<file path="config.mk">
export PLATFORM = sky130hd
export DESIGN_NAME = msc_norm
export DESIGN_NICKNAME = d
export VERILOG_FILES = /design/src/hw/rtl/msc_pkg.sv /design/src/hw/rtl/msc_norm.sv
export SDC_FILE = /design/constraint.sdc
export NUM_CORES = 2
export LEC_CHECK = 0
export BUFFER_PORTS_ARGS = -buffer_cell sky130_fd_sc_hd__buf_4
export CAP_MARGIN = 20
export CORE_MARGIN = 2
export CORE_UTILIZATION = 35
export DETAILED_ROUTE_END_ITERATION = 10
export MAX_ROUTING_LAYER = met4
export PLACE_DENSITY = 0.47
export SLEW_MARGIN = 30
export SYNTH_ARGS = -nofsm -noshare
export SYNTH_HDL_FRONTEND = slang
export SYNTH_SLANG_ARGS = --single-unit
</file>
<file path="constraint.sdc">
create_clock -name clk -period 10.4 [get_ports clk]
set_clock_uncertainty 0.15 [all_clocks]
set_input_delay 2.08 -clock clk [delete_from_list [all_inputs] [get_ports clk]]
set_output_delay 2.08 -clock clk [all_outputs]
set_load 0.005 [all_outputs]
</file>
<file path="src/hw/rtl/msc_pkg.sv">
// ----------------------------------------------------------------------------
// msc_pkg: shared types and constants of the motion smoothness checker
// Widths of the kinematic values, register indexes and the command and
// status bundles between controller and datapath.
// ----------------------------------------------------------------------------
package msc_pkg;

    // default position width
    localparam int POS_BITS_DEF = 32;

    // fixed field widths
    localparam int DATA_W    = 32;
    localparam int GAP_W     = 32;
    localparam int CFG_IDX_W = 3;

    // velocity and acceleration wrap to this width
    localparam int KIN_W  = 48;
    // difference of two kinematic values
    localparam int DVEC_W = KIN_W + 1;
    // sum of three squared differences, and its square root
    localparam int SUM_W  = 98;
    localparam int ROOT_W = SUM_W / 2;

    // configuration register indexes
    localparam logic [CFG_IDX_W-1:0] CFG_LIMIT_TARGET = 3'd0;
    localparam logic [CFG_IDX_W-1:0] CFG_LIMIT_VEL    = 3'd1;
    localparam logic [CFG_IDX_W-1:0] CFG_LIMIT_ACCEL  = 3'd2;
    localparam logic [CFG_IDX_W-1:0] CFG_LIMIT_JERK   = 3'd3;
    localparam logic [CFG_IDX_W-1:0] CFG_REQUIRE_POI  = 3'd4;

    // dividend source of the shared divider
    typedef enum logic [1:0] {
        DIV_POS  = 2'd0,
        DIV_VEL  = 2'd1,
        DIV_NORM = 2'd2
    } div_src_t;

    // vector source of the norm unit
    typedef enum logic {
        NORM_VEL = 1'b0,
        NORM_ACC = 1'b1
    } norm_src_t;

    // controller to datapath
    typedef struct packed {
        logic      load;
        logic      div_start;
        div_src_t  div_src;
        logic [1:0] comp;
        logic      vel_write;
        logic      acc_write;
        logic      norm_start;
        norm_src_t norm_src;
        logic      vel_max;
        logic      acc_max;
        logic      jerk_max;
        logic      commit;
    } cmd_t;

    // datapath to controller
    typedef struct packed {
        logic [1:0] count;
        logic       div_busy;
        logic       div_done;
        logic       norm_busy;
        logic       norm_done;
    } sts_t;

endpackage

</file>
<file path="src/hw/rtl/msc_norm.sv">
// ----------------------------------------------------------------------------
// msc_norm: Euclidean norm of a 3-vector
// Sum of squares through one 25x25 multiplier over nine partial
// products, then a bit-serial square root, floor result.
// ----------------------------------------------------------------------------
module msc_norm
    import msc_pkg::*;
(
    input  logic                     clk,
    input  logic                     rst_n,
    input  logic                     start,
    input  logic signed [DVEC_W-1:0] vec_x,
    input  logic signed [DVEC_W-1:0] vec_y,
    input  logic signed [DVEC_W-1:0] vec_z,
    output logic                     busy,
    output logic                     done,
    output logic [ROOT_W-1:0]        root
);

    localparam int LO_W  = 25;
    localparam int MUL_W = 2 * LO_W;
    localparam int REM_W = ROOT_W + 3;
    localparam int CNT_W = $clog2(ROOT_W + 1);

    logic              gen_reg;
    logic              prod_vld_reg;
    logic              sqrt_reg;
    logic              done_reg;
    logic [1:0]        comp_reg;
    logic [1:0]        part_reg;
    logic [1:0]        prod_part_reg;
    logic [CNT_W-1:0]  cnt_reg;
    logic [DVEC_W-1:0] mag_reg [3];
    logic [MUL_W-1:0]  prod_reg;
    logic [SUM_W-1:0]  acc_reg;
    logic [REM_W-1:0]  rem_reg;
    logic [ROOT_W-1:0] root_reg;

    logic [DVEC_W-1:0] mag_in [3];
    logic [DVEC_W-1:0] cur;
    logic [LO_W-1:0]   op_a;
    logic [LO_W-1:0]   op_b;
    logic [MUL_W-1:0]  product;
    logic [SUM_W-1:0]  addend;
    logic [REM_W-1:0]  rem_sh;
    logic [REM_W-1:0]  trial;
    logic              fits;

    // input magnitudes
    always_comb
    begin
        mag_in[0] = vec_x[DVEC_W-1] ? DVEC_W'(-vec_x) : DVEC_W'(vec_x);
        mag_in[1] = vec_y[DVEC_W-1] ? DVEC_W'(-vec_y) : DVEC_W'(vec_y);
        mag_in[2] = vec_z[DVEC_W-1] ? DVEC_W'(-vec_z) : DVEC_W'(vec_z);
    end

    // partial product select: lo*lo, lo*hi, hi*hi
    always_comb
    begin
        cur = mag_reg[comp_reg];
        case (part_reg)
            2'd0:
            begin
                op_a = cur[LO_W-1:0];
                op_b = cur[LO_W-1:0];
            end
            2'd1:
            begin
                op_a = cur[LO_W-1:0];
                op_b = LO_W'(cur[DVEC_W-1:LO_W]);
            end
            default:
            begin
                op_a = LO_W'(cur[DVEC_W-1:LO_W]);
                op_b = LO_W'(cur[DVEC_W-1:LO_W]);
            end
        endcase
        product = op_a * op_b;
    end

    // place the registered product; the cross term counts twice
    always_comb
    begin
        case (prod_part_reg)
            2'd0:    addend = SUM_W'(prod_reg);
            2'd1:    addend = SUM_W'(prod_reg) << (LO_W + 1);
            default: addend = SUM_W'(prod_reg) << (2 * LO_W);
        endcase
    end

    // one root digit
    always_comb
    begin
        rem_sh = {rem_reg[REM_W-3:0], acc_reg[SUM_W-1 -: 2]};
        trial  = REM_W'({root_reg, 2'b01});
        fits   = (rem_sh >= trial);
    end

    // control
    always_ff @(posedge clk or negedge rst_n)
    begin
        if (!rst_n)
        begin
            gen_reg       <= 1'b0;
            prod_vld_reg  <= 1'b0;
            sqrt_reg      <= 1'b0;
            done_reg      <= 1'b0;
            comp_reg      <= '0;
            part_reg      <= '0;
            prod_part_reg <= '0;
            cnt_reg       <= '0;
        end
        else
        begin
            done_reg <= 1'b0;
            if (start)
            begin
                gen_reg      <= 1'b1;
                prod_vld_reg <= 1'b0;
                comp_reg     <= '0;
                part_reg     <= '0;
            end
            else
            begin
                if (gen_reg)
                begin
                    prod_vld_reg  <= 1'b1;
                    prod_part_reg <= part_reg;
                    if (part_reg == 2'd2)
                    begin
                        part_reg <= '0;
                        if (comp_reg == 2'd2)
                            gen_reg <= 1'b0;
                        else
                            comp_reg <= comp_reg + 2'd1;
                    end
                    else
                    begin
                        part_reg <= part_reg + 2'd1;
                    end
                end
                else if (prod_vld_reg)
                begin
                    // last product is summed now; root starts next
                    prod_vld_reg <= 1'b0;
                    sqrt_reg     <= 1'b1;
                    cnt_reg      <= CNT_W'(ROOT_W);
                end
                if (sqrt_reg)
                begin
                    cnt_reg <= cnt_reg - CNT_W'(1);
                    if (cnt_reg == CNT_W'(1))
                    begin
                        sqrt_reg <= 1'b0;
                        done_reg <= 1'b1;
                    end
                end
            end
        end
    end

    // data
    always_ff @(posedge clk)
    begin
        if (start)
        begin
            mag_reg[0] <= mag_in[0];
            mag_reg[1] <= mag_in[1];
            mag_reg[2] <= mag_in[2];
            acc_reg    <= '0;
        end
        else
        begin
            if (gen_reg)
                prod_reg <= product;
            if (prod_vld_reg)
            begin
                acc_reg  <= acc_reg + addend;
                rem_reg  <= '0;
                root_reg <= '0;
            end
            else if (sqrt_reg)
            begin
                acc_reg  <= {acc_reg[SUM_W-3:0], 2'b00};
                rem_reg  <= fits ? (rem_sh - trial) : rem_sh;
                root_reg <= {root_reg[ROOT_W-2:0], fits};
            end
        end
    end

    assign busy = gen_reg | prod_vld_reg | sqrt_reg;
    assign done = done_reg;
    assign root = root_reg;

endmodule

</file>
## After elaboration in Yosys (flattened, before gate mapping)

Memory sizes are Yosys's and may differ from the RTL's.
Index checks and enable logic that the tools add are counted.

| word-level totals | value |
|---|---|
| input port bits | 150 |
| RAM bits | 147 |
| bits in registers | 263 |
| memories | 1 |

| cells by class | value |
|---|---|
| eq/ne operators | 7 |
| reductions and logical operators | 10 |
| order comparisons | 1 |
| $mul | 1 |
| multiplexer cells | 36 |
| add/subtract/negate cells | 8 |
| bitwise logic cells | 3 |

Memory list:

| memory | words | width | read ports | clocked after Yosys merged registers in | wr ports | line | RTL |
|---|---|---|---|---|---|---|---|
| mag_reg | 3 | 49 | 1 | 0 | 3 | msc_norm.sv:33 | `logic [DVEC_W-1:0] mag_reg [3];` |

Operators by type and width:

| kind | count |
|---|---|
| 49-bit two-way mux | 4 |
| 98-bit two-way mux | 2 |
| 98-bit case mux with 2 select lines | 1 |
| 49-bit negator | 3 |
| 50-bit two-way mux | 2 |
| 98-bit adder | 1 |
| 52-bit by 51-bit >= comparator with 1-bit output | 1 |
| 25-bit by 25-bit multiplier with 50-bit output | 1 |
| 25-bit two-way mux | 2 |
| 50-bit subtractor | 1 |
| 6-bit two-way mux | 3 |
| 1-bit two-way mux | 15 |
| 2-bit two-way mux | 7 |
| 6-bit by 1-bit equality test with 1-bit output, second input constant | 1 |
| 3-bit AND reduction | 2 |
| 2-bit nonzero test | 3 |
| 6-bit by 1-bit subtractor with 6-bit output, second input constant | 1 |
| 2-bit by 1-bit adder with 2-bit output, second input constant | 2 |
| 2-bit by 1-bit equality test with 1-bit output, second input constant | 2 |
| 2-bit equality test, second input constant | 2 |
| 2-bit logical NOT | 2 |
| 2-bit AND reduction | 2 |
| 2-bit by 1-bit inequality test with 1-bit output, second input constant | 1 |
| 2-bit inequality test, second input constant | 1 |
| 3 further kinds | 4 |

## Logic depth before layout (Yosys ltp)

| depth | value |
|---|---|
| depth after elaboration | 5 |
| mapped depth | 36 |
| depth with buffers taken out | 32 |

## Worst setup path before layout

OpenSTA, ideal clock, no wires.

| timing path | value |
|---|---|
| path type | flip-flop to flip-flop |
| from | register comp_reg[0] |
| to | register prod_reg[48], data pin |
| arrival time | 9.069 ns |
| cell stages (with the launch flop) | 34 |
| required time | 10.055 ns |
| period minus slack after synthesis | 9.414 ns |
| setup slack | 0.986 ns |
| buffers on the path | 4 |
| library setup time | 0.195 ns |
| cells stage by stage | dfrtp_1 > clkbuf_1 > clkbuf_1 > clkbuf_1 > mux2i_1 > nor2_1 > a21oi_1 > nor2_1 > nor2_1 > clkbuf_1 > nor2_1 > fa_1 > fa_1 > inv_1 > fa_1 > fa_1 > inv_1 > fa_1 > fa_1 > inv_1 > fa_1 > inv_1 > ha_1 > a211oi_1 > o21ai_0 > a221oi_1 > nor3b_1 > nand3_1 > a31oi_1 > o21ai_0 > o21ai_0 > or3_1 > a31oi_1 > o311ai_0 |

| on the way | value |
|---|---|
| longest elaborated chain between the ends | 3 |

RTL lines:

| what | line | RTL |
|---|---|---|
| start, declared | msc_norm.sv:29 | `logic [1:0] comp_reg;` |
| start signal, assigned | msc_norm.sv:135 | `comp_reg <= comp_reg + 2'd1;` |
| memory read 3 x 49 bit (*) | -- |  |
| 25-bit two-way mux | msc_norm.sv:61 | `case (part_reg)` |
| 25-bit by 25-bit multiplier with 50-bit output (*) | msc_norm.sv:78 | `product = op_a * op_b;` |
| named net product[48] | msc_norm.sv:43 | `logic [MUL_W-1:0] product;` |
| end signal, assigned | msc_norm.sv:175 | `prod_reg <= product;` |
| end, declared | msc_norm.sv:34 | `logic [MUL_W-1:0] prod_reg;` |

Mark *: on every way through the listed nets, which the timed path passes. The rest lies on a longest branch.
A chain may end at the register's enable or synchronous reset.

## Final worst setup path

Same ends and word-level chain as after synthesis.

==> impl_metrics.yaml <==
logic_synthesis:
  ys_ff_latch: 410
  ys_warn_count: 0
  yosys-top-cells-area: "fa_1 (21%), edfxtp_1 (18%), ha_1 (8.6%), inv_1 (5.5%), nor2_1 (5.3%)"
  yosysSeqAreaShare_pct: 22.9
  synthArstFlopShare_pct: 3.90
  synth_top_area_cell: "fa_1"
  ys.flop_type: "edfxtp_1"
  postSynthAreaPerCell_sq_um: 8.80
  synth_edf_count: 296
  synth_nets: 6611
  synth.top_cell.area_share_pct: 21.4
  syn_area_sq_mm: 0.0492
  synthMostInstantiatedCell: "inv_1"
  ys_types: 78
  netlist_top_cells_count: "inv_1 (722), nor2_1 (690), nand2_1 (531)"
  syn_inst: 5595
timing:
  hold_violations: 0
  fmax_ghz: 0.102
  rsz0062_at_grt: "no"
  drv_slew: 0
  relSlewSlack_pct: 33.1
  worstMarginPinSlew_ps: 976
  tns_ps: 0
  setup_viol: 0
  period_share_pct: 93.9
  period_needed_ps: 9770
  whs_ps: 393
worst_setup_path:
  crit_path_max_fanout: 52
  crit_top_cell: "fa_1"
  end_kind: "flop"
  required_ps: 10680
  cpMaxStageDelayCell: "mux2i_1"
  critical_path_class: "flop to flop"
  cp-start-kind: "flop"
  crit_arrival_ps: 10050
  crit_path_max_incr_delay_ps: 820
detailed_routing:
  wl_um: 166000
  drtIter0Drc: 2824
  drc: 0
  num_vias: 40200
  first_pass_iters: 5
  vias_per_cell: 5.30
  wl_per_cell_um: 21.9
  detail-route-antenna-nets: 0
grt:
  grt-ovfl-total: 0
  antenna_found_initial: 1
  grt_pass1_wl_um: 255000
  grt_max_degree: 108
  grt_pass1_vias: 41000
  track_usage_pct: 23.9
floorplan:
  die-height_um: 379
  fp.coreArea_sq_mm: 0.140
  die_w_um: 379
  rows: 137
  start_util_pct: 35.3
  die-area_sq_mm: 0.144
  pin_count: 201
clock_network:
  clockRootBuffer: "clkbuf_16"
  htreeDepth: 2
  cts_tree: "built"
  clockBufferDepth: 3
  clk_latency_ps: 660
  path_clk_slew_ps: 60
  numCtsBuffers: 55
  numClockSinks: 410
placement:
  port_buffers: 200
  dp_hpwl_um: 133000
  routabilityCongestion: 0.960
  post_dp_cell_area_sq_mm: 0.0528
finish:
  area_growth_pct: 11.3
  drive_above_1_share_pct: 8.46
  final_area_sq_mm: 0.0548
  final_nets: 6680
  largest_register_ffs: 147
  final_util_pct: 39.3
flow_run:
  maxCapViolCount: 0
status:
  status: "finished clean"
worst_hold_path:
  hold_class: "flop to flop"
cell type report:
cell class | count | area, sq um
inverter | 724 | 2720
antenna | 1 | 2.50
multi-input combinational | 4173 | 34200
clock buffer | 64 | 1460
sequential | 410 | 11300
clock inverter | 39 | 453
tap | 1876 | 2350
timing repair buffer | 300 | 2320
fill | 14300 | 84700
metal layers:
metal  wire length, um  GRT usage (%)  up-vias
met3              7400           2.52      177
met1             76000           32.0    20300
met2             78500           38.9      885
met4              3870           5.62        0
met5                 0              -        -
li1                  -              -    18900
logic make-up after synthesis:
group	share of synthesized area, %
multiplexers	3.77
flip-flops	22.9
AO/OA/AOI/OAI	14.3
buffers and inverters	7.72
XOR/XNOR	5.57
AND/OR/NAND/NOR	15.7
adder cells (fa/ha/maj)	30.1
final timing paths:
path	from	to	slack, ps	cells past startpoint
worst max register to register	comp_reg[0]	prod_reg[48]	630	30
min in group asynchronous	rst_n	cnt_reg[3]	1150	1
worst min-delay path	cnt_reg[0]	cnt_reg[0]	390	1
worst max-delay path	comp_reg[0]	prod_reg[48]	630	30
max in group asynchronous	rst_n	comp_reg[1]	8700	1
worst min register to register	cnt_reg[0]	cnt_reg[0]	390	1
repair_timing:
| item | CTS | global route |
|---|---|---|
| endpoints found under the setup margin | 0 | 3 |
| hold endpoints to repair | 0 | 0 |
| hold buffers | 0 | 0 |
| buffers inserted | 0 | 1 |
| gates resized for setup | 0 | 6 |
cell usage in the layout, fill, tap and decap left out, drive strengths merged, types with 42 or more instances in the layout:
master / instances
mux2i: 154
nand3: 49
fa: 527
nor2b: 68
buf: 300
clkbuf: 64
xor2: 64
and2: 78
a211oi: 152
inv: 729
nor3: 49
o21bai: 46
a21o: 134
nor2: 690
a21oi: 336
o21ai: 170
or3: 42
nand2: 531
xnor2: 249
a22o: 42
edfxtp: 296
dfxtp: 98
ha: 339
nand4: 56
worst max-delay path: cells and delay by family, from the launching register on:
| kind | cells | cell delay (ps) |
|---|---|---|
| compound gates | 9 | 2060 |
| fa+ha+maj | 8 | 4070 |
| buf+inv | 6 | 960 |
| flops | 1 | 370 |
| mux | 2 | 960 |
| simple gates | 5 | 870 |
through the flow:
stage               cells  setup slack, ps
global placement     7482              497
detailed placement   7482              438
global route         7587             18.9
finish               7587              632
floorplan            5595              986
CTS                  7585              384
Power is left out: the tool's default activity adds up to more than one toggle a clock period on the data nets, which glitch-free logic cannot reach.
