--- config.mk ---
export PLATFORM = sky130hd
export DESIGN_NAME = msc_div
export DESIGN_NICKNAME = d
export VERILOG_FILES = /design/src/hw/rtl/msc_pkg.sv /design/src/hw/rtl/msc_div.sv
export SDC_FILE = /design/constraint.sdc
export NUM_CORES = 1
export LEC_CHECK = 0
export BUFFER_PORTS_ARGS = -buffer_cell sky130_fd_sc_hd__buf_2
export CAP_MARGIN = 25
export CORE_MARGIN = 10
export CORE_UTILIZATION = 55
export CTS_CLUSTER_DIAMETER = 150
export DETAILED_ROUTE_END_ITERATION = 7
export HOLD_SLACK_MARGIN = 0.15
export PLACE_DENSITY = 0.93
export SLEW_MARGIN = 20
export SYNTH_ARGS = -nofsm -noshare
export SYNTH_HDL_FRONTEND = slang
export SYNTH_SLANG_ARGS = --single-unit
--- constraint.sdc ---
create_clock -name clk -period 4.1 [get_ports clk]
set_input_delay 0.615 -clock clk [delete_from_list [all_inputs] [get_ports clk]]
set_output_delay 0.615 -clock clk [all_outputs]
set_load 0.02 [all_outputs]
--- src/hw/rtl/msc_pkg.sv ---
// ----------------------------------------------------------------------------
// msc_pkg: shared types and constants of the motion smoothness checker
// Widths of the kinematic values, register indexes and the command and
// status bundles between controller and datapath.
// ----------------------------------------------------------------------------
package msc_pkg;

    // default position width
    localparam int POS_BITS_DEF = 32;

    // fixed field widths
    localparam int DATA_W    = 32;
    localparam int GAP_W     = 32;
    localparam int CFG_IDX_W = 3;

    // velocity and acceleration wrap to this width
    localparam int KIN_W  = 48;
    // difference of two kinematic values
    localparam int DVEC_W = KIN_W + 1;
    // sum of three squared differences, and its square root
    localparam int SUM_W  = 98;
    localparam int ROOT_W = SUM_W / 2;

    // configuration register indexes
    localparam logic [CFG_IDX_W-1:0] CFG_LIMIT_TARGET = 3'd0;
    localparam logic [CFG_IDX_W-1:0] CFG_LIMIT_VEL    = 3'd1;
    localparam logic [CFG_IDX_W-1:0] CFG_LIMIT_ACCEL  = 3'd2;
    localparam logic [CFG_IDX_W-1:0] CFG_LIMIT_JERK   = 3'd3;
    localparam logic [CFG_IDX_W-1:0] CFG_REQUIRE_POI  = 3'd4;

    // dividend source of the shared divider
    typedef enum logic [1:0] {
        DIV_POS  = 2'd0,
        DIV_VEL  = 2'd1,
        DIV_NORM = 2'd2
    } div_src_t;

    // vector source of the norm unit
    typedef enum logic {
        NORM_VEL = 1'b0,
        NORM_ACC = 1'b1
    } norm_src_t;

    // controller to datapath
    typedef struct packed {
        logic      load;
        logic      div_start;
        div_src_t  div_src;
        logic [1:0] comp;
        logic      vel_write;
        logic      acc_write;
        logic      norm_start;
        norm_src_t norm_src;
        logic      vel_max;
        logic      acc_max;
        logic      jerk_max;
        logic      commit;
    } cmd_t;

    // datapath to controller
    typedef struct packed {
        logic [1:0] count;
        logic       div_busy;
        logic       div_done;
        logic       norm_busy;
        logic       norm_done;
    } sts_t;

endpackage

--- src/hw/rtl/msc_div.sv ---
// ----------------------------------------------------------------------------
// msc_div: serial unsigned divider
// Restoring division, one quotient bit per cycle. A divisor of one
// skips the shifts and returns the dividend as the quotient.
// ----------------------------------------------------------------------------
module msc_div
    import msc_pkg::*;
#(
    parameter int DIV_W = 64
)
(
    input  logic             clk,
    input  logic             rst_n,
    input  logic             start,
    input  logic [DIV_W-1:0] dividend,
    input  logic [GAP_W-1:0] divisor,
    output logic             busy,
    output logic             done,
    output logic [DIV_W-1:0] quotient
);

    localparam int CNT_W = $clog2(DIV_W + 1);

    logic             busy_reg;
    logic             done_reg;
    logic [CNT_W-1:0] cnt_reg;
    logic [DIV_W-1:0] work_reg;
    logic [GAP_W-1:0] rem_reg;
    logic [GAP_W-1:0] dvsr_reg;

    logic [GAP_W:0]   rem_sh;
    logic [GAP_W:0]   rem_sub;
    logic             fits;

    // trial subtract
    always_comb
    begin
        rem_sh  = {rem_reg, work_reg[DIV_W-1]};
        rem_sub = rem_sh - {1'b0, dvsr_reg};
        fits    = (rem_sh >= {1'b0, dvsr_reg});
    end

    // control
    always_ff @(posedge clk or negedge rst_n)
    begin
        if (!rst_n)
        begin
            busy_reg <= 1'b0;
            done_reg <= 1'b0;
            cnt_reg  <= '0;
        end
        else if (start)
        begin
            if (divisor == GAP_W'(1))
            begin
                busy_reg <= 1'b0;
                done_reg <= 1'b1;
            end
            else
            begin
                busy_reg <= 1'b1;
                done_reg <= 1'b0;
            end
            cnt_reg <= CNT_W'(DIV_W);
        end
        else if (busy_reg)
        begin
            cnt_reg <= cnt_reg - CNT_W'(1);
            if (cnt_reg == CNT_W'(1))
            begin
                busy_reg <= 1'b0;
                done_reg <= 1'b1;
            end
        end
        else
        begin
            done_reg <= 1'b0;
        end
    end

    // shift and subtract
    always_ff @(posedge clk)
    begin
        if (start)
        begin
            work_reg <= dividend;
            rem_reg  <= '0;
            dvsr_reg <= divisor;
        end
        else if (busy_reg)
        begin
            work_reg <= {work_reg[DIV_W-2:0], fits};
            rem_reg  <= fits ? rem_sub[GAP_W-1:0] : rem_sh[GAP_W-1:0];
        end
    end

    assign busy     = busy_reg;
    assign done     = done_reg;
    assign quotient = work_reg;

endmodule

### After elaboration in Yosys (flattened, before gate mapping)

Cells that the tools add are included.
Widths: inputs -> output; s select.

| cells by class | value |
|---|---|
| $lt $le $gt $ge | 1 |
| reduce and logical (&&, ||, !) cells | 1 |
| eq/ne operators | 3 |
| multiplexer cells | 13 |
| add/sub/neg operators | 2 |

Operators with widths:

| operator | count |
|---|---|
| $mux 64 | 2 |
| $ge 33x32->1 | 1 |
| $eq 32x1->1 const B | 1 |
| $mux 32 | 1 |
| $sub 32x32->32 | 1 |
| $mux 7 | 2 |
| $mux 1 | 8 |
| $eq 7x1->1 const B | 1 |
| $sub 7x1->7 const B | 1 |
| $ne 3x2->1 const B | 1 |
| $reduce_bool 2->1 | 1 |

| word-level totals | value |
|---|---|
| flip-flop bits (word level) | 137 |
| input bits | 99 |
| word-level logic and storage cells | 26 |

### Longest topological paths before layout

Gate-level depths: netlist (run 1).

| depth | value |
|---|---|
| word-level depth | 4 |
| gate-level depth with buffers | 13 |
| gate-level depth less buffers | 13 |

### Worst setup path before layout (run 1)

OpenSTA, ideal clock, no wires.

| timing path | value |
|---|---|
| path kind | reg-to-reg |
| start point | reg work_reg[63], in the netlist quotient[63] |
| end point | reg rem_reg[28] |
| path buffers | 0 |
| data arrival time | 2982 ps |
| setup time | 122 ps |
| slack | 996 ps |
| stages on the path, launching flop included | 14 |
| cell sequence | edfxtp_1 inv_1 ha_1 inv_1 fa_1 a21o_1 a221oi_2 o21a_2 o21ai_2 a211oi_2 o211ai_1 or4_1 a31oi_1 o31ai_1 |

| on the way | value |
|---|---|
| cells in the longest elaborated chain, start to end | 2 |
| elaborated cells on any way between the ends | 3 |

RTL lines:

| what | line | RTL |
|---|---|---|
| from (decl) | msc_div.sv:27 | `logic [DIV_W-1:0] work_reg;` |
| from (signal assigned) | msc_div.sv:86 | `work_reg <= dividend;` |
| from (signal assigned) | msc_div.sv:92 | `work_reg <= {work_reg[DIV_W-2:0], fits};` |
| $sub 32x32->32 / $ge 33x32->1 (equally long branches) | msc_div.sv:39, msc_div.sv:40 |  |
| $mux 32 * | msc_div.sv:93 | `rem_reg <= fits ? rem_sub[GAP_W-1:0] : rem_sh[GAP_W-1:0];` |
| to (signal assigned) | msc_div.sv:93 |  |
| to (decl) | msc_div.sv:28 | `logic [GAP_W-1:0] rem_reg;` |

Every way passes the cells marked *; elsewhere a longest branch is shown, timed or not.
A chain may end at the register's enable or synchronous reset.

### Worst setup path in the final report (run 1)

| timing path | value |
|---|---|
| start point | reg work_reg[63], in the netlist quotient[63] |
| end point | reg rem_reg[26] |

The elaborated chain is that of the path after synthesis.

==> results of run 1 <==
worst max-delay path by stage:
stage / slack (ps) / endpoint / startpoint / cells past startpoint
6_report: 750 / rem_reg[26]$_SDFFE_PP0P_ / quotient[63]$_DFFE_PP_ / 13
5_1_grt: 540 / rem_reg[28]$_SDFFE_PP0P_ / quotient[63]$_DFFE_PP_ / 13
4_1_cts: 830 / rem_reg[26]$_SDFFE_PP0P_ / quotient[63]$_DFFE_PP_ / 13
3_5_place_dp: 870 / rem_reg[26]$_SDFFE_PP0P_ / quotient[63]$_DFFE_PP_ / 13
3_3_place_gp: 970 / rem_reg[26]$_SDFFE_PP0P_ / quotient[63]$_DFFE_PP_ / 13
2_1_floorplan: 1000 / rem_reg[28]$_SDFFE_PP0P_ / quotient[63]$_DFFE_PP_ / 13
metal layers:
metal / global-route usage / up-vias
met1: 0.229 / 2785
met4: 0.0858 / 0
met3: 0.101 / 43
met5: 0 / -
met2: 0.366 / 289
li1: - / 2758
synthesized netlist by cell type (4+ instances only):
cell                       instances
sky130_fd_sc_hd__edfxtp_1         96
sky130_fd_sc_hd__mux2_2           64
sky130_fd_sc_hd__nand2_1          55
sky130_fd_sc_hd__nor2_1           46
sky130_fd_sc_hd__inv_1            39
sky130_fd_sc_hd__ha_1             34
sky130_fd_sc_hd__dfxtp_1          32
sky130_fd_sc_hd__a21oi_1          27
sky130_fd_sc_hd__clkbuf_1         24
sky130_fd_sc_hd__nand3_1          20
sky130_fd_sc_hd__o21ai_0          19
sky130_fd_sc_hd__xnor2_1          16
sky130_fd_sc_hd__xor2_1           16
sky130_fd_sc_hd__a311oi_2         15
sky130_fd_sc_hd__a21o_1           14
sky130_fd_sc_hd__nand4_1          11
sky130_fd_sc_hd__nand2_2          10
sky130_fd_sc_hd__nor4_1           10
sky130_fd_sc_hd__dfrtp_1           9
sky130_fd_sc_hd__a32oi_1           8
sky130_fd_sc_hd__a31oi_1           7
sky130_fd_sc_hd__nor3_1            7
sky130_fd_sc_hd__and3_1            5
sky130_fd_sc_hd__nor2b_1           5
sky130_fd_sc_hd__nand2b_1          4
logic make-up after synthesis:
| family | Yosys count | synth area share |
|---|---|---|
| AO/OA/AOI/OAI | 129 | 0.142 |
| XOR/XNOR | 32 | 0.0376 |
| buffers and inverters | 71 | 0.0397 |
| AND/OR/NAND/NOR | 185 | 0.119 |
| multiplexers | 65 | 0.0982 |
| adder cells (fa/ha/maj) | 35 | 0.0598 |
| flip-flops | 137 | 0.504 |
layout by cell type (no fill, tap or decap), types with 4 or more instances in the layout:
| cell | n |
|---|---|
| sky130_fd_sc_hd__a21o_1 | 14 |
| sky130_fd_sc_hd__a21oi_1 | 27 |
| sky130_fd_sc_hd__a311oi_2 | 15 |
| sky130_fd_sc_hd__a31oi_1 | 7 |
| sky130_fd_sc_hd__a32oi_1 | 8 |
| sky130_fd_sc_hd__and3_1 | 5 |
| sky130_fd_sc_hd__buf_2 | 163 |
| sky130_fd_sc_hd__buf_4 | 6 |
| sky130_fd_sc_hd__clkbuf_16 | 17 |
| sky130_fd_sc_hd__dfrtp_1 | 9 |
| sky130_fd_sc_hd__dfxtp_1 | 32 |
| sky130_fd_sc_hd__edfxtp_1 | 96 |
| sky130_fd_sc_hd__ha_1 | 34 |
| sky130_fd_sc_hd__inv_1 | 38 |
| sky130_fd_sc_hd__mux2_2 | 64 |
| sky130_fd_sc_hd__nand2_1 | 55 |
| sky130_fd_sc_hd__nand2_2 | 10 |
| sky130_fd_sc_hd__nand2b_1 | 4 |
| sky130_fd_sc_hd__nand3_1 | 20 |
| sky130_fd_sc_hd__nand4_1 | 11 |
| sky130_fd_sc_hd__nor2_1 | 46 |
| sky130_fd_sc_hd__nor2b_1 | 5 |
| sky130_fd_sc_hd__nor3_1 | 7 |
| sky130_fd_sc_hd__nor4_1 | 10 |
| sky130_fd_sc_hd__o21ai_0 | 19 |
| sky130_fd_sc_hd__xnor2_1 | 16 |
| sky130_fd_sc_hd__xor2_1 | 16 |
worst reg2reg max path, stage by stage, from the launching register on:
cell and delay (ps):
sky130_fd_sc_hd__edfxtp_1 430, sky130_fd_sc_hd__inv_1 90, sky130_fd_sc_hd__ha_1 160, sky130_fd_sc_hd__inv_1 50
sky130_fd_sc_hd__fa_1 390, sky130_fd_sc_hd__a21o_1 220, sky130_fd_sc_hd__a221oi_2 350, sky130_fd_sc_hd__o2111ai_1 140
sky130_fd_sc_hd__nand2_1 180, sky130_fd_sc_hd__o221ai_1 220, sky130_fd_sc_hd__o21a_1 240, sky130_fd_sc_hd__o41ai_1 490
sky130_fd_sc_hd__xor2_1 190, sky130_fd_sc_hd__o21ai_0 90
metrics by stage:
step	worst slack (ps)	util	power, µW	hold WS, ps
floorplan	996	-	2280	319
global route	541	0.680	4250	369
detailed placement	869	0.634	2540	478
finish	751	0.680	4090	383
global placement	969	0.634	2510	469
CTS	833	0.680	4090	368
final cells by class:
| type | instances | area (µm²) | area share |
|---|---|---|---|
| sequential | 137 | 3750 | 0.416 |
| multi-input combinational | 446 | 3400 | 0.378 |
| timing repair buffer | 171 | 891 | 0.0989 |
| clock buffer | 20 | 457 | 0.0507 |
| tap | 176 | 220 | 0.0245 |
| inverter | 39 | 146 | 0.0163 |
| clock inverter | 12 | 140 | 0.0156 |
what timing repair did:
action | CTS | global route
endpoints found under the setup margin | 0 | 0
hold buffers | 1 | 0
hold endpoints to repair | 9 | 0
buffers inserted | 0 | 0
report_power, final:
group          leakage, µW  internal, µW  switching [µW]
Combinational      0.00220           320             483
Clock             0.000289           937             618
Sequential         0.00135          1650            82.3
==> report_table.html, run 1 <==
<table>
<tr><th>Metric</th><th>Value</th></tr>
<tr><th colspan="2">Critical path</th></tr>
<tr><td>Endpoint of the lowest-slack register-to-register path</td><td>rem_reg[26]$_SDFFE_PP0P_</td></tr>
<tr><td>Required time of the critical path</td><td>4400 ps</td></tr>
<tr><td>Kind of cell adding the most delay to the critical path</td><td>compound AO/OA/AOI/OAI gates</td></tr>
<tr><td>Most Frequent Cell on Critical Path</td><td>sky130_fd_sc_hd__inv_1</td></tr>
<tr><td>Startpoint Class</td><td>flip-flop</td></tr>
<tr><td>Crit path buffers/inverters</td><td>2</td></tr>
<tr><td>CP max stage cell</td><td>sky130_fd_sc_hd__o41ai_1</td></tr>
<tr><td>Depth of the worst register-to-register path</td><td>13</td></tr>
<tr><td>Register-to-register setup slack</td><td>750 ps</td></tr>
<tr><td>Peak fanout along the critical path</td><td>4</td></tr>
<tr><td>Crit path kind</td><td>flip-flop to flip-flop</td></tr>
<tr><td>CP peak stage delay</td><td>480 ps</td></tr>
<tr><td>Arrival @ worst endpoint</td><td>3650 ps</td></tr>
<tr><td>Crit path capture type</td><td>flip-flop</td></tr>
<tr><td>Cell breakdown of the critical path</td><td>inv_1, ha_1, inv_1, fa_1, a21o_1, a221oi_2, o2111ai_1, nand2_1, o221ai_1, o21a_1, o41ai_1, xor2_1, o21ai_0</td></tr>
<tr><td>Launch instance of the worst register-to-register path</td><td>quotient[63]$_DFFE_PP_</td></tr>
<tr><th colspan="2">Detailed routing</th></tr>
<tr><td>Routed wire length</td><td>19,700 µm</td></tr>
<tr><td>Highest metal layer with signal wires</td><td>met4</td></tr>
<tr><td>Length of the first detailed-routing pass in iterations</td><td>6</td></tr>
<tr><td>Met3 routed wirelength</td><td>2070 µm</td></tr>
<tr><td>Wirelength per Cell</td><td>19.6 µm</td></tr>
<tr><td>Vias after detailed routing</td><td>5,875</td></tr>
<tr><td>Met1 wire length</td><td>7270 µm</td></tr>
<tr><td>DRC violation total after the first TritonRoute iteration</td><td>545</td></tr>
<tr><td>Remaining routing DRC violations</td><td>0</td></tr>
<tr><td>Remaining antenna violation count after routing</td><td>0</td></tr>
<tr><td>Via count normalized by instance count</td><td>5.87</td></tr>
<tr><td>Met2 wire length</td><td>9770 µm</td></tr>
<tr><th colspan="2">Yosys</th></tr>
<tr><td>Syn_nets</td><td>788</td></tr>
<tr><td>Count of mapped cells out of synthesis</td><td>654</td></tr>
<tr><td>Synth unique cells</td><td>64</td></tr>
<tr><td>Library cell occupying the most area in the post-synthesis netlist</td><td>sky130_fd_sc_hd__edfxtp_1</td></tr>
<tr><td>FF+latch count, synth</td><td>137</td></tr>
<tr><td>Synth Area per Inst</td><td>11.4 µm²</td></tr>
<tr><td>Count of warnings emitted by yosys</td><td>0</td></tr>
<tr><td>Predominant post-synthesis flop cell</td><td>sky130_fd_sc_hd__edfxtp_1</td></tr>
<tr><td>Sequential area share after synthesis</td><td>0.504</td></tr>
<tr><td>Mapped Area</td><td>0.00744 mm²</td></tr>
<tr><td>Number of flops mapped to enable cells by yosys</td><td>96</td></tr>
<tr><td>Share of synthesized flip-flops with an asynchronous set or reset</td><td>0.0657</td></tr>
<tr><td>Top post-synthesis cells by area</td><td>sky130_fd_sc_hd__edfxtp_1, sky130_fd_sc_hd__mux2_2, sky130_fd_sc_hd__dfxtp_1</td></tr>
<tr><td>Area fraction of the dominant cell type after synthesis</td><td>0.387</td></tr>
<tr><th colspan="2">Flow run</th></tr>
<tr><td>MaxCap Viol Count</td><td>0</td></tr>
<tr><th colspan="2">Global route</th></tr>
<tr><td>Wire length of the first global-routing pass</td><td>31,700 µm</td></tr>
<tr><td>Gr ovfl total</td><td>0</td></tr>
<tr><td>Total routing resource utilization after global routing</td><td>0.216</td></tr>
<tr><td>Via count of the first global-routing pass</td><td>6,252</td></tr>
<tr><td>Largest net degree at the start of global routing</td><td>75</td></tr>
<tr><td>Initial antenna violation count</td><td>1</td></tr>
<tr><th colspan="2">STA</th></tr>
<tr><td>Highest achievable clock rate</td><td>299 MHz</td></tr>
<tr><td>Summed negative setup slack over all endpoints</td><td>0 ps</td></tr>
<tr><td>Final Max Slew Viols</td><td>0</td></tr>
<tr><td>Hold Violations, Final</td><td>0</td></tr>
<tr><td>Worst slew pin tran</td><td>955 ps</td></tr>
<tr><td>Clock period minus worst slack</td><td>3350 ps</td></tr>
<tr><td>Final critical-path share of the clock period</td><td>0.817</td></tr>
<tr><td>Clock skew</td><td>8.35 ps</td></tr>
<tr><td>RSZ-0062 raised after global routing</td><td>no</td></tr>
<tr><td>Worst rel slew slack</td><td>0.363</td></tr>
<tr><td>Count of endpoints failing setup in the final report</td><td>0</td></tr>
<tr><th colspan="2">Place</th></tr>
<tr><td>Post-detailed-placement half-perimeter wirelength</td><td>14,200 µm</td></tr>
<tr><td>Port Buf Inserts</td><td>164</td></tr>
<tr><td>Final estimated routing congestion in global placement</td><td>0.895</td></tr>
<tr><td>Number of cells after detailed placement</td><td>968</td></tr>
<tr><td>Total cell area at the placement stage</td><td>0.00840 mm²</td></tr>
<tr><th colspan="2">Power</th></tr>
<tr><td>Worst ir drop on vdd</td><td>0.346 mV</td></tr>
<tr><td>Cell area power density</td><td>454 mW/mm²</td></tr>
<tr><td>Leak Pwr</td><td>0.00383 µW</td></tr>
<tr><th colspan="2">Floorplanning</th></tr>
<tr><td>Row count</td><td>42</td></tr>
<tr><td>Boundary pin count</td><td>165</td></tr>
<tr><td>Die H</td><td>136 µm</td></tr>
<tr><td>Starting density of the core</td><td>0.562</td></tr>
<tr><td>Placeable core region</td><td>0.0132 mm²</td></tr>
<tr><td>Die X</td><td>136 µm</td></tr>
<tr><td>Die ar.</td><td>0.0186 mm²</td></tr>
<tr><th colspan="2">Min path</th></tr>
<tr><td>HP Start</td><td>divisor[6]</td></tr>
<tr><td>Endpoint with the worst hold slack</td><td>dvsr_reg[6]$_DFFE_PP_</td></tr>
<tr><td>Worst min-delay path class</td><td>input pin to flip-flop</td></tr>
<tr><td>Worst hold path depth</td><td>1</td></tr>
<tr><th colspan="2">Clock tree</th></tr>
<tr><td>Number of buffers inserted during clock tree synthesis</td><td>17</td></tr>
<tr><td>Clock tree from TritonCTS</td><td>yes</td></tr>
<tr><td>Longest Clk Path Bufs</td><td>2</td></tr>
<tr><td>Root buffer cell</td><td>sky130_fd_sc_hd__clkbuf_16</td></tr>
<tr><td>CTS Sinks</td><td>137</td></tr>
<tr><td>H-tree level count</td><td>4</td></tr>
<tr><td>Clock slew seen by the registers of the worst setup and hold paths</td><td>60 ps</td></tr>
<tr><td>Clock insertion delay at the later pin of the skew report</td><td>430 ps</td></tr>
<tr><td>Number of instances resized during post-cts repair</td><td>0</td></tr>
<tr><th colspan="2">Finish</th></tr>
<tr><td>Filler-free cell count of the finished design</td><td>1,001</td></tr>
<tr><td>Layout cell share with drive strength beyond 1</td><td>0.367</td></tr>
<tr><td>Number of filler cells placed in the layout</td><td>897</td></tr>
<tr><td>Nets@finish</td><td>946</td></tr>
<tr><td>Inserted Diodes</td><td>0</td></tr>
<tr><td>Max reg flops</td><td>64</td></tr>
<tr><td>Non-Filler Cell Area, Final</td><td>0.00900 mm²</td></tr>
<tr><td>Area added between synthesis and finish</td><td>20.9%</td></tr>
<tr><th colspan="2">Outcome</th></tr>
<tr><td>Run status</td><td>finished, final reports clean</td></tr>
</table>
Power figures use the tool's default switching activity.
==> run 2, diff against run 1 <==
--- a/config.mk
+++ b/config.mk
@@ -5,14 +5,15 @@
 export SDC_FILE = /design/constraint.sdc
 export NUM_CORES = 1
 export LEC_CHECK = 0
+export ABC_AREA = 1
 export BUFFER_PORTS_ARGS = -buffer_cell sky130_fd_sc_hd__buf_2
 export CAP_MARGIN = 25
 export CORE_MARGIN = 10
-export CORE_UTILIZATION = 55
+export CORE_UTILIZATION = 51
 export CTS_CLUSTER_DIAMETER = 150
 export DETAILED_ROUTE_END_ITERATION = 7
 export HOLD_SLACK_MARGIN = 0.15
-export PLACE_DENSITY = 0.93
+export PLACE_DENSITY = 0.9
 export SLEW_MARGIN = 20
 export SYNTH_ARGS = -nofsm -noshare
 export SYNTH_HDL_FRONTEND = slang
==> constraint.sdc (replaced) <==
create_clock -name clk -period 2.9 [get_ports clk]
set_input_delay 0.435 -clock clk [delete_from_list [all_inputs] [get_ports clk]]
set_output_delay 0.435 -clock clk [all_outputs]
set_load 0.02 [all_outputs]
==> run 2 against run 1 <==
  * Core utilization shrank 5.4 points
  * Largest cell class is now multi-input gates
  * Critical path type unchanged
  * Clock skew up 7.5 ps
  * Global-route usage is 1.0 points higher
  * Clock power up 37%
  * Synthesized cell count increased by 76%
==> report_table.html, run 2 <==
<table>
<tr><th>Metric</th><th>Value</th></tr>
<tr><th colspan="2">Outcome</th></tr>
<tr><td>Run status</td><td>finished, final reports clean</td></tr>
<tr><th colspan="2">Yosys</th></tr>
<tr><td>Library cell occupying the most area in the post-synthesis netlist</td><td>sky130_fd_sc_hd__edfxtp_1</td></tr>
<tr><td>Number of flops mapped to enable cells by yosys</td><td>96 (unchanged)</td></tr>
<tr><td>Most instantiated cells after synthesis</td><td>sky130_fd_sc_hd__nand2_1, sky130_fd_sc_hd__inv_1, sky130_fd_sc_hd__edfxtp_1, sky130_fd_sc_hd__nand3_1, sky130_fd_sc_hd__nor2_1</td></tr>
<tr><td>Predominant post-synthesis flop cell</td><td>sky130_fd_sc_hd__edfxtp_1</td></tr>
<tr><td>Area fraction of the dominant cell type after synthesis</td><td>0.345 (-0.0419)</td></tr>
<tr><td>Syn_nets</td><td>1,282 (+63%)</td></tr>
<tr><td>Synth unique cells</td><td>36 (-44%)</td></tr>
<tr><td>Synth Area per Inst</td><td>7.27 µm² (-36%)</td></tr>
<tr><td>Count of warnings emitted by yosys</td><td>0 (unchanged)</td></tr>
<tr><td>Share of synthesized flip-flops with an asynchronous set or reset</td><td>0.0657 (unchanged)</td></tr>
<tr><td>FF+latch count, synth</td><td>137 (unchanged)</td></tr>
<tr><td>Mapped Area</td><td>0.00835 mm² (+12%)</td></tr>
<tr><td>Sequential area share after synthesis</td><td>0.449 (-0.0545)</td></tr>
<tr><td>Count of mapped cells out of synthesis</td><td>1,148 (+76%)</td></tr>
<tr><td>Top post-synthesis cells by area</td><td>sky130_fd_sc_hd__edfxtp_1, sky130_fd_sc_hd__nand2_1, sky130_fd_sc_hd__inv_1</td></tr>
<tr><td>Leading cell type by number of instances after synthesis</td><td>sky130_fd_sc_hd__nand2_1</td></tr>
<tr><th colspan="2">Detailed routing</th></tr>
<tr><td>Length of the first detailed-routing pass in iterations</td><td>5 (-1)</td></tr>
<tr><td>DRC violation total after the first TritonRoute iteration</td><td>676 (+24%)</td></tr>
<tr><td>Remaining antenna violation count after routing</td><td>0 (unchanged)</td></tr>
<tr><td>Wirelength per Cell</td><td>15.9 µm (-19%)</td></tr>
<tr><td>Via count normalized by instance count</td><td>5.13 (-13%)</td></tr>
<tr><td>Remaining routing DRC violations</td><td>0 (unchanged)</td></tr>
<tr><td>Routed wire length</td><td>24,600 µm (+25%)</td></tr>
<tr><td>Vias after detailed routing</td><td>7,916 (+35%)</td></tr>
<tr><th colspan="2">Finish</th></tr>
<tr><td>Highest-count cells in the layout ignoring fill and taps</td><td>sky130_fd_sc_hd__nand2_1, sky130_fd_sc_hd__inv_1, sky130_fd_sc_hd__buf_2, sky130_fd_sc_hd__edfxtp_1, sky130_fd_sc_hd__nand3_1</td></tr>
<tr><td>Filler-free cell count of the finished design</td><td>1,543 (+54%)</td></tr>
<tr><td>Number of filler cells placed in the layout</td><td>1,373 (+53%)</td></tr>
<tr><td>Most common cell after layout, fill and taps aside</td><td>sky130_fd_sc_hd__nand2_1</td></tr>
<tr><td>Layout cell share with drive strength beyond 1</td><td>0.169 (-0.198)</td></tr>
<tr><td>Nets@finish</td><td>1,448 (+53%)</td></tr>
<tr><td>Max reg flops</td><td>64 (unchanged)</td></tr>
<tr><td>Area added between synthesis and finish</td><td>19.5%</td></tr>
<tr><td>Inserted Diodes</td><td>0 (unchanged)</td></tr>
<tr><th colspan="2">STA</th></tr>
<tr><td>Final critical-path share of the clock period</td><td>0.874 (+0.0573)</td></tr>
<tr><td>Worst rel slew slack</td><td>0.513 (+0.150)</td></tr>
<tr><td>Highest achievable clock rate</td><td>395 MHz (+32%)</td></tr>
<tr><td>Final setup slack of the worst path</td><td>365 ps (-386 ps)</td></tr>
<tr><td>RSZ-0062 raised after global routing</td><td>no</td></tr>
<tr><td>Count of endpoints failing setup in the final report</td><td>0 (unchanged)</td></tr>
<tr><td>Worst slew pin tran</td><td>720 ps (-235 ps)</td></tr>
<tr><td>Clock period minus worst slack</td><td>2530 ps (-814 ps)</td></tr>
<tr><td>Summed negative setup slack over all endpoints</td><td>0 ps (unchanged)</td></tr>
<tr><td>Clock skew</td><td>15.8 ps (+7.47 ps)</td></tr>
<tr><td>Final Max Slew Viols</td><td>0 (unchanged)</td></tr>
<tr><td>Hold Violations, Final</td><td>0 (unchanged)</td></tr>
<tr><th colspan="2">Floorplanning</th></tr>
<tr><td>Die X</td><td>148 µm (+8.5%)</td></tr>
<tr><td>Die H</td><td>148 µm (+8.5%)</td></tr>
<tr><td>Die ar.</td><td>0.0219 mm² (+18%)</td></tr>
<tr><td>Row count</td><td>46 (+9.5%)</td></tr>
<tr><td>Placeable core region</td><td>0.0159 mm² (+20%)</td></tr>
<tr><td>Boundary pin count</td><td>165 (unchanged)</td></tr>
<tr><td>Starting density of the core</td><td>0.524 (-0.0385)</td></tr>
<tr><th colspan="2">Clock tree</th></tr>
<tr><td>Root buffer cell</td><td>sky130_fd_sc_hd__clkbuf_16</td></tr>
<tr><td>Number of buffers added for setup after CTS</td><td>0 (unchanged)</td></tr>
<tr><td>Clock insertion delay at the later pin of the skew report</td><td>430 ps (about the same)</td></tr>
<tr><td>CTS Sinks</td><td>137 (unchanged)</td></tr>
<tr><td>Clock slew seen by the registers of the worst setup and hold paths</td><td>60 ps (about the same)</td></tr>
<tr><td>Number of instances resized during post-cts repair</td><td>0 (unchanged)</td></tr>
<tr><td>H-tree level count</td><td>4 (unchanged)</td></tr>
<tr><td>Longest Clk Path Bufs</td><td>2 (unchanged)</td></tr>
<tr><td>Number of buffers inserted during clock tree synthesis</td><td>17 (unchanged)</td></tr>
<tr><td>Clock tree from TritonCTS</td><td>yes</td></tr>
<tr><td>Hold buffers post-CTS</td><td>1 (unchanged)</td></tr>
<tr><th colspan="2">Power</th></tr>
<tr><td>Cell area power density</td><td>606 mW/mm² (+34%)</td></tr>
<tr><td>Power share of the combinational group</td><td>0.241 (+0.044)</td></tr>
<tr><td>Total chip power</td><td>6050 µW (+48%)</td></tr>
<tr><td>Leak Pwr</td><td>0.00540 µW (+41%)</td></tr>
<tr><td>Internal Power</td><td>4070 µW (+40%)</td></tr>
<tr><td>Clock share of power</td><td>0.352 (-0.029)</td></tr>
<tr><td>Switching power as a share of total power</td><td>0.327 (+0.0368)</td></tr>
<tr><td>Seq pwr share</td><td>0.407 (-0.016)</td></tr>
<tr><td>Psw</td><td>1970 µW (+67%)</td></tr>
<tr><td>Worst ir drop on vdd</td><td>0.461 mV (+33%)</td></tr>
<tr><th colspan="2">Global route</th></tr>
<tr><td>Largest net degree at the start of global routing</td><td>78 (+4.0%)</td></tr>
<tr><td>Gr ovfl total</td><td>0 (unchanged)</td></tr>
<tr><td>Wire length of the first global-routing pass</td><td>39,600 µm (+25%)</td></tr>
<tr><td>Initial antenna violation count</td><td>0 (-1)</td></tr>
<tr><td>Via count of the first global-routing pass</td><td>7,893 (+26%)</td></tr>
<tr><td>Total routing resource utilization after global routing</td><td>0.226 (+0.0101)</td></tr>
<tr><th colspan="2">Critical path</th></tr>
<tr><td>Startpoint Class</td><td>flip-flop</td></tr>
<tr><td>CP max stage cell</td><td>sky130_fd_sc_hd__fa_1</td></tr>
<tr><td>Cell breakdown of the critical path</td><td>inv_1, ha_1, inv_1, fa_1, nand3_1, nand3_1, nand2_1, nand2_1, nand2_1, nand2_1, nand2_1, nand2_1, nand2_1, nand3_1, nand2_1, nand2_1</td></tr>
<tr><td>CP peak stage delay</td><td>460 ps (-20 ps)</td></tr>
<tr><td>Arrival @ worst endpoint</td><td>2850 ps (-800 ps)</td></tr>
<tr><td>Most Frequent Cell on Critical Path</td><td>sky130_fd_sc_hd__nand2_1</td></tr>
<tr><td>Kind of cell adding the most delay to the critical path</td><td>simple AND/OR/NAND/NOR gates</td></tr>
<tr><td>Depth of the worst register-to-register path</td><td>16 (+3)</td></tr>
<tr><td>Crit path kind</td><td>flip-flop to flip-flop</td></tr>
<tr><td>Crit path buffers/inverters</td><td>2 (unchanged)</td></tr>
<tr><td>Peak fanout along the critical path</td><td>4 (unchanged)</td></tr>
<tr><td>Worst path depth</td><td>16 (+3)</td></tr>
<tr><td>Required time of the critical path</td><td>3220 ps (-1180 ps)</td></tr>
<tr><td>Crit path capture type</td><td>flip-flop</td></tr>
<tr><th colspan="2">Min path</th></tr>
<tr><td>Worst min-delay path class</td><td>input pin to flip-flop</td></tr>
<tr><td>Worst hold path depth</td><td>1 (unchanged)</td></tr>
<tr><th colspan="2">Place</th></tr>
<tr><td>Port Buf Inserts</td><td>164 (unchanged)</td></tr>
<tr><td>Placement Setup Slack</td><td>393 ps (-476 ps)</td></tr>
<tr><td>Number of cells after detailed placement</td><td>1,510 (+56%)</td></tr>
<tr><td>Final estimated routing congestion in global placement</td><td>0.989 (+10%)</td></tr>
<tr><td>Post-detailed-placement half-perimeter wirelength</td><td>19,100 µm (+34%)</td></tr>
<tr><th colspan="2">Flow run</th></tr>
<tr><td>MaxCap Viol Count</td><td>0 (unchanged)</td></tr>
</table>
-- run 2: layout make-up --
class / instances / area [µm²] / share of cell area
multi-input cells: 801 / 3770 / 0.378
flip-flops and latches: 137 / 3750 / 0.376
repair buffers: 176 / 928 / 0.0931
inverters: 181 / 679 / 0.0681
clock buffers: 20 / 457 / 0.0458
well taps: 216 / 270 / 0.0271
clock inverters: 12 / 116 / 0.0117
-- run 2: cell families after synthesis --
logic type                 Yosys count  synth area share
xor gates and xnor gates            14            0.0147
adders and majority gates           35            0.0534
DFF                                137             0.449
buffers and inverters              210            0.0994
and+or+nand+nor                    697             0.348
AOI/OAI and AO/OA                   55            0.0352
-- run 2: worst paths after layout --
| check | startpoint | endpoint | slack [ps] |
|---|---|---|---|
| setup reg to reg | quotient[63]$_DFFE_PP_ | rem_reg[28]$_SDFFE_PP0P_ | 370 |
| hold reg to reg | rem_reg[28]$_SDFFE_PP0P_ | rem_reg[28]$_SDFFE_PP0P_ | 470 |
| max in group asynchronous | rst_n | cnt_reg[6]$_DFFE_PN0P_ | 2320 |
| setup / recovery | quotient[63]$_DFFE_PP_ | rem_reg[28]$_SDFFE_PP0P_ | 370 |
| hold / removal | divisor[16] | dvsr_reg[16]$_DFFE_PP_ | 200 |
| min in group asynchronous | rst_n | cnt_reg[4]$_DFFE_PN0P_ | 390 |
-- run 2: power groups by stage --
stage / clock (µW) / sequential (µW) / combinational (µW)
floorplan: 0 / 2600 / 889
global placement: 0 / 2480 / 1420
detailed placement: 0 / 2490 / 1450
CTS: 2140 / 2460 / 1460
global route: 2230 / 2480 / 1640
finish: 2130 / 2460 / 1460
-- run 2: through the flow --
stage,area [µm²],utilization,hold slack (ps)
finish,9970,0.625,196
global route,9970,0.625,186
CTS,9970,0.625,187
detailed placement,9390,0.589,297
global placement,9390,0.589,294
floorplan,8350,-,139
-- run 2: per-layer routing --
metal | vias to the layer above | global-route usage | routed length [µm]
met5 | - | 0 | 0
li1 | 3952 | - | -
met3 | 47 | 0.0824 | 2320
met2 | 320 | 0.385 | 11900
met1 | 3597 | 0.257 | 9650
met4 | 0 | 0.0773 | 697
==> run 3, diff against run 2 <==
--- a/config.mk
+++ b/config.mk
@@ -10,10 +10,12 @@
 export CAP_MARGIN = 25
 export CORE_MARGIN = 10
 export CORE_UTILIZATION = 51
+export CTS_BUF_LIST = sky130_fd_sc_hd__clkbuf_16
 export CTS_CLUSTER_DIAMETER = 150
 export DETAILED_ROUTE_END_ITERATION = 7
 export HOLD_SLACK_MARGIN = 0.15
 export PLACE_DENSITY = 0.9
+export RECOVER_POWER = 25
 export SLEW_MARGIN = 20
 export SYNTH_ARGS = -nofsm -noshare
 export SYNTH_HDL_FRONTEND = slang
==> run 3 against run 2 <==
  * Sequential power barely moved
  * Non-clock buffer count unchanged
  * Register-to-register slack is essentially flat
  * Critical path type unchanged
  * Hold slack better by 4.0 ps
  * Global-route usage hardly changed
  * Highest routed layer unchanged
  * Via count decreased by 0.37%
  * Power decreased by 1.1%
  * Largest cell class unchanged
  * Setup slack gained 5.3 ps
  * First-iteration DRC count shrank 6.2%
  * Clock-buffer cell count down 3
  * Cell count unchanged
  * Final area down 0.54%
==> report_table.html, run 3 (synthesis results as in run 2) <==
<table>
<tr><th>Metric</th><th>Value</th></tr>
<tr><th colspan="2">Clock tree</th></tr>
<tr><td>Longest Clk Path Bufs</td><td>2 (unchanged)</td></tr>
<tr><td>Root buffer cell</td><td>sky130_fd_sc_hd__clkbuf_16</td></tr>
<tr><td>Clock insertion delay at the later pin of the skew report</td><td>430 ps (about the same)</td></tr>
<tr><td>CTS Sinks</td><td>137 (unchanged)</td></tr>
<tr><td>Clock slew seen by the registers of the worst setup and hold paths</td><td>60 ps (about the same)</td></tr>
<tr><td>Number of instances resized during post-cts repair</td><td>0 (unchanged)</td></tr>
<tr><td>Clock tree from TritonCTS</td><td>yes</td></tr>
<tr><td>Number of buffers inserted during clock tree synthesis</td><td>17 (unchanged)</td></tr>
<tr><td>H-tree level count</td><td>4 (unchanged)</td></tr>
<tr><th colspan="2">Global route</th></tr>
<tr><td>Wire length of the first global-routing pass</td><td>39,500 µm (-0.21%)</td></tr>
<tr><td>Largest net degree at the start of global routing</td><td>78 (unchanged)</td></tr>
<tr><td>Via count of the first global-routing pass</td><td>7,887 (-0.076%)</td></tr>
<tr><td>Total routing resource utilization after global routing</td><td>0.226 (about the same)</td></tr>
<tr><td>Gr ovfl total</td><td>0 (unchanged)</td></tr>
<tr><td>Initial antenna violation count</td><td>0 (unchanged)</td></tr>
<tr><th colspan="2">Finish</th></tr>
<tr><td>Nets@finish</td><td>1,448 (unchanged)</td></tr>
<tr><td>Number of filler cells placed in the layout</td><td>1,391 (+1.3%)</td></tr>
<tr><td>Combined area of the multi-input logic cells</td><td>0.00377 mm² (unchanged)</td></tr>
<tr><td>Layout cell share with drive strength beyond 1</td><td>0.150 (-0.0188)</td></tr>
<tr><td>Highest-count cells in the layout ignoring fill and taps</td><td>sky130_fd_sc_hd__nand2_1, sky130_fd_sc_hd__inv_1, sky130_fd_sc_hd__buf_2, sky130_fd_sc_hd__edfxtp_1, sky130_fd_sc_hd__nand3_1</td></tr>
<tr><td>Max reg flops</td><td>64 (unchanged)</td></tr>
<tr><td>Inserted Diodes</td><td>0 (unchanged)</td></tr>
<tr><td>Most common cell after layout, fill and taps aside</td><td>sky130_fd_sc_hd__nand2_1</td></tr>
<tr><td>Area added between synthesis and finish</td><td>18.8%</td></tr>
<tr><td>Flip-flop and latch area</td><td>0.00375 mm² (unchanged)</td></tr>
<tr><th colspan="2">STA</th></tr>
<tr><td>Final Max Slew Viols</td><td>0 (unchanged)</td></tr>
<tr><td>Worst slew pin tran</td><td>1160 ps (+442 ps)</td></tr>
<tr><td>Count of endpoints failing setup in the final report</td><td>0 (unchanged)</td></tr>
<tr><td>Summed negative setup slack over all endpoints</td><td>0 ps (unchanged)</td></tr>
<tr><td>RSZ-0062 raised after global routing</td><td>no</td></tr>
<tr><td>Highest achievable clock rate</td><td>395 MHz (+0.21%)</td></tr>
<tr><td>Hold Violations, Final</td><td>0 (unchanged)</td></tr>
<tr><td>Final critical-path share of the clock period</td><td>0.872 (-0.00184)</td></tr>
<tr><td>Worst rel slew slack</td><td>0.225 (-0.288)</td></tr>
<tr><td>Clock skew</td><td>12.0 ps (-3.86 ps)</td></tr>
<tr><td>Clock period minus worst slack</td><td>2530 ps (-5.33 ps)</td></tr>
<tr><th colspan="2">Detailed routing</th></tr>
<tr><td>Vias after detailed routing</td><td>7,887 (-0.37%)</td></tr>
<tr><td>Wirelength per Cell</td><td>15.9 µm (about the same)</td></tr>
<tr><td>Routed wire length</td><td>24,600 µm (about the same)</td></tr>
<tr><td>Length of the first detailed-routing pass in iterations</td><td>6 (+1)</td></tr>
<tr><td>Remaining antenna violation count after routing</td><td>0 (unchanged)</td></tr>
<tr><td>Remaining routing DRC violations</td><td>0 (unchanged)</td></tr>
<tr><td>Via count normalized by instance count</td><td>5.11 (-0.37%)</td></tr>
<tr><td>DRC violation total after the first TritonRoute iteration</td><td>634 (-6.2%)</td></tr>
<tr><th colspan="2">Critical path</th></tr>
<tr><td>Peak fanout along the critical path</td><td>4 (unchanged)</td></tr>
<tr><td>Required time of the critical path</td><td>3220 ps (about the same)</td></tr>
<tr><td>Crit path kind</td><td>flip-flop to flip-flop</td></tr>
<tr><td>Startpoint Class</td><td>flip-flop</td></tr>
<tr><td>Crit path capture type</td><td>flip-flop</td></tr>
<tr><td>Arrival @ worst endpoint</td><td>2850 ps (about the same)</td></tr>
<tr><th colspan="2">Place</th></tr>
<tr><td>Post-detailed-placement half-perimeter wirelength</td><td>19,100 µm (unchanged)</td></tr>
<tr><td>Final estimated routing congestion in global placement</td><td>0.989 (unchanged)</td></tr>
<tr><td>Port Buf Inserts</td><td>164 (unchanged)</td></tr>
<tr><th colspan="2">Floorplanning</th></tr>
<tr><td>Placeable core region</td><td>0.0159 mm² (unchanged)</td></tr>
<tr><td>Die H</td><td>148 µm (unchanged)</td></tr>
<tr><td>Die ar.</td><td>0.0219 mm² (unchanged)</td></tr>
<tr><td>Die X</td><td>148 µm (unchanged)</td></tr>
<tr><td>Starting density of the core</td><td>0.524 (unchanged)</td></tr>
<tr><td>Boundary pin count</td><td>165 (unchanged)</td></tr>
<tr><td>Row count</td><td>46 (unchanged)</td></tr>
<tr><th colspan="2">Power</th></tr>
<tr><td>Leak Pwr</td><td>0.00533 µW (-1.3%)</td></tr>
<tr><td>Clock share of power</td><td>0.346 (-0.006)</td></tr>
<tr><td>Internal Power</td><td>4010 µW (-1.5%)</td></tr>
<tr><td>Seq pwr share</td><td>0.411 (+0.004)</td></tr>
<tr><td>Total chip power</td><td>5980 µW (-1.1%)</td></tr>
<tr><td>Power share of the combinational group</td><td>0.243 (+0.002)</td></tr>
<tr><td>Cell area power density</td><td>603 mW/mm² (-0.56%)</td></tr>
<tr><td>Psw</td><td>1970 µW (-0.27%)</td></tr>
<tr><td>Switching power as a share of total power</td><td>0.329 (+0.00271)</td></tr>
<tr><td>Worst ir drop on vdd</td><td>0.461 mV (+0.18%)</td></tr>
<tr><th colspan="2">Outcome</th></tr>
<tr><td>Run status</td><td>finished, final reports clean</td></tr>
<tr><th colspan="2">Flow run</th></tr>
<tr><td>MaxCap Viol Count</td><td>0 (unchanged)</td></tr>
<tr><th colspan="2">Min path</th></tr>
<tr><td>Worst min-delay path class</td><td>input pin to flip-flop</td></tr>
</table>
==> run 3: changes by cell type in the layout (fill, tap and decap cells not counted) <==
cell                       previous run  this run
sky130_fd_sc_hd__inv_1              179       180
sky130_fd_sc_hd__clkbuf_2             0         1
sky130_fd_sc_hd__clkbuf_8             2         0
sky130_fd_sc_hd__buf_2              163       141
sky130_fd_sc_hd__buf_4               11         9
sky130_fd_sc_hd__clkbuf_1             1        23
sky130_fd_sc_hd__clkinv_1             0         2
==> run 3: final timing paths <==
check / from / cells after the start / to / slack, ps
worst max-delay path: quotient[63]$_DFFE_PP_ / 16 / rem_reg[28]$_SDFFE_PP0P_ / 370
worst min-delay path: divisor[16] / 1 / dvsr_reg[16]$_DFFE_PP_ / 200
worst max register to register: quotient[63]$_DFFE_PP_ / 16 / rem_reg[28]$_SDFFE_PP0P_ / 370
worst min register to register: rem_reg[25]$_SDFFE_PP0P_ / 2 / rem_reg[25]$_SDFFE_PP0P_ / 470
max in group asynchronous: rst_n / 2 / done$_DFFE_PN0P_ / 2070
min in group asynchronous: rst_n / 2 / cnt_reg[3]$_DFFE_PN0P_ / 480
==> run 3: what timing repair did <==
item	in CTS	in global routing
hold endpoints to repair	9	0
hold buffers	1	0
buffers inserted	0	0
==> run 3: cell type report <==
| type | count | share of cell area |
|---|---|---|
| Timing Repair Buffer | 176 | 0.0902 |
| Clock buffer | 17 | 0.0429 |
| Sequential cell | 137 | 0.378 |
| Clock inverter | 15 | 0.0129 |
| Multi-Input combinational cell | 801 | 0.380 |
| Inverter | 181 | 0.0685 |
| Tap cell | 216 | 0.0272 |
==> run 3: through the flow <==
step	instances	cell area, µm²	hold slack (ps)	utilization	setup WS (ps)
6_report	1543	9920	200	0.622	371
5_1_grt	1543	9920	186	0.622	212
4_1_cts	1543	9950	186	0.624	378
3_5_place_dp	1510	9390	297	0.589	393
3_3_place_gp	1510	9390	294	0.589	471
2_1_floorplan	1148	8350	139	-	758
==> run 3: layer usage <==
layer  vias to the layer above  wire, µm  GRT usage
met5                         -         0          0
met4                         0       714     0.0798
met3                        53      2390     0.0824
met2                       334     11900      0.383
met1                      3557      9590      0.257
li1                       3943         -          -
==> run 3: worst max-delay path: stages, from the launching register on <==
cell,delay [ps]
sky130_fd_sc_hd__edfxtp_1,400
sky130_fd_sc_hd__inv_1,90
sky130_fd_sc_hd__ha_1,140
sky130_fd_sc_hd__inv_1,80
sky130_fd_sc_hd__fa_1,460
sky130_fd_sc_hd__nand3_1,120
sky130_fd_sc_hd__nand3_1,150
sky130_fd_sc_hd__nand2_1,120
sky130_fd_sc_hd__nand2_1,140
sky130_fd_sc_hd__nand2_1,100
sky130_fd_sc_hd__nand2_1,90
sky130_fd_sc_hd__nand2_1,160
sky130_fd_sc_hd__nand2_1,80
sky130_fd_sc_hd__nand2_1,60
sky130_fd_sc_hd__nand3_1,80
sky130_fd_sc_hd__nand2_1,110
sky130_fd_sc_hd__nand2_1,50
==> run 3: power by group through the flow <==
stage	logic [µW]	registers, µW	clock network, µW
2_1_floorplan	889	2600	0
3_3_place_gp	1420	2480	0
3_5_place_dp	1450	2490	0
4_1_cts	1460	2460	2080
5_1_grt	1640	2480	2170
6_report	1450	2460	2070
